===== config.mk =====
export PLATFORM = sky130hd
export DESIGN_NAME = cdq_store
export DESIGN_NICKNAME = d
export VERILOG_FILES = /design/src/rtl/cdq_pkg.sv /design/src/rtl/cdq_store.sv
export SDC_FILE = /design/constraint.sdc
export NUM_CORES = 2
export LEC_CHECK = 0
export BUFFER_PORTS_ARGS = -buffer_cell sky130_fd_sc_hd__buf_2
export CAP_MARGIN = 20
export CELL_PAD_IN_SITES_DETAIL_PLACEMENT = 2
export CELL_PAD_IN_SITES_GLOBAL_PLACEMENT = 2
export CORE_ASPECT_RATIO = 1.1
export CORE_UTILIZATION = 30
export DETAILED_ROUTE_END_ITERATION = 10
export PLACE_DENSITY = 0.59
export SYNTH_ARGS = -nofsm -noshare
export SYNTH_HDL_FRONTEND = slang
export SYNTH_SLANG_ARGS = --single-unit
export TNS_END_PERCENT = 20

===== constraint.sdc =====
create_clock -name clk -period 3.13 [get_ports clk]
set_input_delay 0.1565 -clock clk [delete_from_list [all_inputs] [get_ports clk]]
set_output_delay 0.1565 -clock clk [all_outputs]
set_load 0.02 [all_outputs]

===== src/rtl/cdq_pkg.sv =====
// Package for the circular deque: operation and status codes, word type.
// Used by cdq_store and circular_deque; depends on nothing.
package cdq_pkg;

  localparam int WORD_W   = 32;
  localparam int ACTION_W = 2;
  localparam int STATUS_W = 2;
  localparam int OCC_W    = 8;

  typedef logic signed [WORD_W-1:0] word_t;
  typedef logic [ACTION_W-1:0]      action_t;
  typedef logic [STATUS_W-1:0]      status_t;

  localparam action_t ACT_PUSH_FRONT = 2'd0;
  localparam action_t ACT_PUSH_REAR  = 2'd1;
  localparam action_t ACT_POP_FRONT  = 2'd2;
  localparam action_t ACT_POP_REAR   = 2'd3;

  localparam status_t ST_DONE  = 2'd0;
  localparam status_t ST_FULL  = 2'd1;
  localparam status_t ST_EMPTY = 2'd2;

  localparam word_t EMPTY_WORD = -32'sd1;

endpackage


===== src/rtl/cdq_store.sv =====
// Word store of the circular deque: one write port, one read port with
// registered read data. Depends on cdq_pkg.
module cdq_store #(
  parameter int DEPTH = 128
) (
  input  logic                     clk,
  input  logic                     wr_en,
  input  logic [$clog2(DEPTH)-1:0] wr_addr,
  input  cdq_pkg::word_t           wr_data,
  input  logic                     rd_en,
  input  logic [$clog2(DEPTH)-1:0] rd_addr,
  output cdq_pkg::word_t           rd_data
);
  import cdq_pkg::*;

  word_t mem [DEPTH];

  always_ff @(posedge clk) begin
    if (wr_en) begin
      mem[wr_addr] <= wr_data;
    end
  end

  always_ff @(posedge clk) begin
    if (rd_en) begin
      rd_data <= mem[rd_addr];
    end
  end

endmodule


=== Word level (Yosys, flattened, before mapping) ===
Memory sizes are Yosys's and may differ from the RTL's. A register that Yosys moved wholly into a read port is not among the register bits.
Cells that the tools add are included.
W data, S select, Z words.

* Word-level logic and storage cells: 3
* Register bits: 0
* RAM bits: 4,096
* Memories: 1
* Output and inout port bits: 32

* Multiplexer cells: 2

{| class="wikitable"
|+ Memory list
! name !! depth !! width !! read ports !! clocked after Yosys merged registers in !! wr ports !! line !! RTL
|-
| mem || 128 || 32 || 1 || 1 || 1 || cdq_store.sv:16 || <nowiki>word_t mem [DEPTH];</nowiki>
|}

{| class="wikitable"
|+ Operator list
! kind !! count
|-
| $mux W1 || 2
|}

=== Longest topological paths before layout ===
* Word-level depth: 2
* Depth in mapped cells: 8
* Gate-level depth less buffers: 4

=== Worst setup path before layout ===
No wires, ideal clock.

* Path type: in2reg
* Start point: input port wr_en
* End point: memory mem[98][0] (netlist name), enable pin
* Stages on the path: 3
* Data arrival time: 2,934 ps
* Path buffers: 1
* Data required time: 2,669 ps
* Setup slack: -265 ps
* Library setup time: 461 ps
* Cell sequence: clkbuf_1 > nand4_1 > nor3_1

* Cells in the longest elaborated chain, start to end: 2

{| class="wikitable"
|+ RTL lines
! item !! line !! RTL
|-
| start, declared || cdq_store.sv:7 || <nowiki>input logic wr_en,</nowiki>
|-
| $mux W1 || cdq_store.sv:19 || <nowiki>if (wr_en) begin</nowiki>
|-
| $mux W1 (not written as such) || cdq_store.sv:20 || <nowiki>mem[wr_addr] <= wr_data;</nowiki>
|-
| end, declared || cdq_store.sv:16 ||
|}

Every way passes these cells.

==> results_dict.tcl <==
set metrics [dict create \
    status "complete, no violations" \
    wire_per_inst_um 36.7 \
    vias 74300 \
    finalHoldViolCount 0 \
    cts_max_level 5 \
    drt_iter0_markers 9560 \
    grt_pass1_wl_um 695000 \
    drc 0 \
    cts-root-buf "clkbuf_16" \
    nets 6811 \
    io_pins 81 \
    crit_fanout 1 \
    area_delta_synth_final_pct 19.4 \
    clkSlewWorstSetupHoldPaths_ps 60 \
    viasPerCell 5.30 \
    tns_ps 0 \
    synth_nets 6039 \
    layout_min_cycle_time_ps 3010 \
    final_area_um2 187000 \
    grt_max_degree 129 \
    finalSetupViolCount 0 \
    grt_remaining_overflow 0 \
    fp.dieW_um 691 \
    arrival_ps 3720 \
    io_buffers 80 \
    fmax_ghz 0.332 \
    hp-class "primary input to flop" \
    rsz0062_at_grt "false" \
    grt_use_total_pct 19.2 \
    max_slew_margin_pct 16.5 \
    p_per_area_nw_per_um2 630 \
    gp_congestion 0.764 \
    p_leak_nw 56.7 \
    cts_tree "yes" \
    crit_path_end_kind "flop" \
    fin_skew_ps 88.9 \
    pre_cts_ws_ps -558 \
    synth-adder-area-share_pct 0 \
    syn_area_per_cell_um2 26.1 \
    core_um2 518000 \
    dieHeight_um 760 \
    cts_setup_buffers 0 \
    fin_util_pct 36.0 \
    dp_hpwl_um 303000 \
    rows 277 \
    grt_pass1_vias 79100 \
    cts-resized-gates 0 \
    startpoint_type "flop" \
    syn_area_um2 157000 \
    antenna_found_initial 98 \
    maxCapViolCount 0 \
    synth_xor_area_share_pct 0 \
    drtPass1Iterations 5 \
    cts_sinks 4128 \
    initial_utilization_pct 30.2 \
    wl_um 515000 \
    path_class "flop to flop" \
    place_area_um2 173000 \
    worstMarginPinSlew_ps 1250 \
    final-max-slew-violation-count 0 \
    yosysSeqAreaShare_pct 79.2 \
    hold_buffers 43 \
    cts_buffers 406 \
    ys_ff_latch 4128 \
    synth-compound-area-share_pct 0 \
    synth-simple-area-share_pct 0.445 \
    irDropWorstVdd_mv 0.435 \
    drive_above_1_share_pct 38.5 \
    whs_ps 115 \
    fin_ws_ps 120 \
    synthDistinctLibCells 16 \
    crit_required_ps 3840 \
    drt.antenna.violating_nets 0 \
    cts_buffer_depth 4 \
    yosys_warnings 0 \
    dieArea_um2 525000 \
    synthMuxAreaShare_pct 19.6 \
    synth_top_family_by_area "multiplexers" \
    final.period_utilization_pct 96.2 \
    clock_latency_ps 1040 \
    synth_cells 5990 \
]
==> synthesized netlist by cell type <==
library cell  instances  area (um^2)
nor2b_1               7         43.8
or3_1                 1         6.26
buf_4                 3         22.5
nor3_1                9         45.0
buf_6                 2         22.5
clkbuf_1            182          683
mux2_2               32          360
mux4_2             1344        30300
nand3_1              12         60.1
nand4_1               3         18.8
buf_2                79          395
edfxtp_1           4128       124000
nand2_1              14         52.6
nand2b_1              2         12.5
nor2_1              122          458
buf_1                50          188
==> stage by stage <==
stage / std cells / power, mW
after global placement: 13100 / 69.3
after detailed placement: 13100 / 69.5
after floorplan: 5990 / 65.3
after CTS: 13900 / 119
final: 14000 / 118
after global routing: 14000 / 120
==> metal layers <==
layer	routed length (um)	part of all wire, %	GRT usage (%)
met1	204000	40	25.4
met2	255000	50	32.7
met3	38700	7.5	3.14
met4	16200	3.1	5.41
met5	149	0.029	0
==> flip-flops by register name (all words and copies together), names as in the netlist <==
name	cells
mem	4096
rd_data	32
==> worst paths after layout <==
check                endpoint  slack, ps  depth (start not counted)    startpoint
setup / recovery  rd_data[12]        120                          4   mem[77][12]
hold reg to reg   rd_data[28]       1180                          4  mem[119][28]
hold / removal    rd_data[22]        110                          4    rd_addr[6]
setup reg to reg  rd_data[12]        120                          4   mem[77][12]
==> critical path, cell delays in order, from the launching register on <==
cell	delay (ps)
edfxtp_1	380
mux4_2	500
mux4_2	620
mux4_2	780
mux2_2	370
==> logic make-up (layout without fill, tap and decap cells) <==
kind of cell	Yosys count	after routing
DFF	4128	4128
muxes	1376	1376
buffers and inverters	316	1421
and+or+nand+nor	170	170
other	0	97
==> area by class of cell <==
| class | count | area, um^2 |
|---|---|---|
| fill | 49000 | 332000 |
| antenna | 97 | 243 |
| sequential | 4128 | 124000 |
| tap | 6835 | 8550 |
| clock inverter | 264 | 2660 |
| clock buffer | 477 | 10500 |
| multi-input combinational | 1546 | 32300 |
| timing repair buffer | 680 | 8730 |
==> power by group <==
group | switching, mW | internal [mW]
clock | 22.1 | 27.4
combinational | 4.32 | 2.66
sequential | 0.243 | 61.1
==> cell usage in the layout, fill, tap and decap left out, types with 2 or more instances in the layout <==
cell and count:
edfxtp_1 4128, mux4_2 1344, clkbuf_16 408, buf_4 308, buf_12 282, nor2_4 119
diode_2 97, clkinv_1 87, clkinv_2 84, clkbuf_1 69, dlygate4sd3_1 43, bufinv_16 41
buf_2 40, mux2_2 32, clkinvlp_4 25, nand2_1 11, nor3_2 9, clkinv_8 9
nand3_1 8, clkinv_16 8, nor2b_1 7, inv_6 6, nand3_2 4, nor2_1 3
nand4_1 3, nand2_2 3, buf_8 3, buf_16 3, nand2b_1 2, inv_16 2
clkinv_4 2
Power figures use the tool's default switching activity.
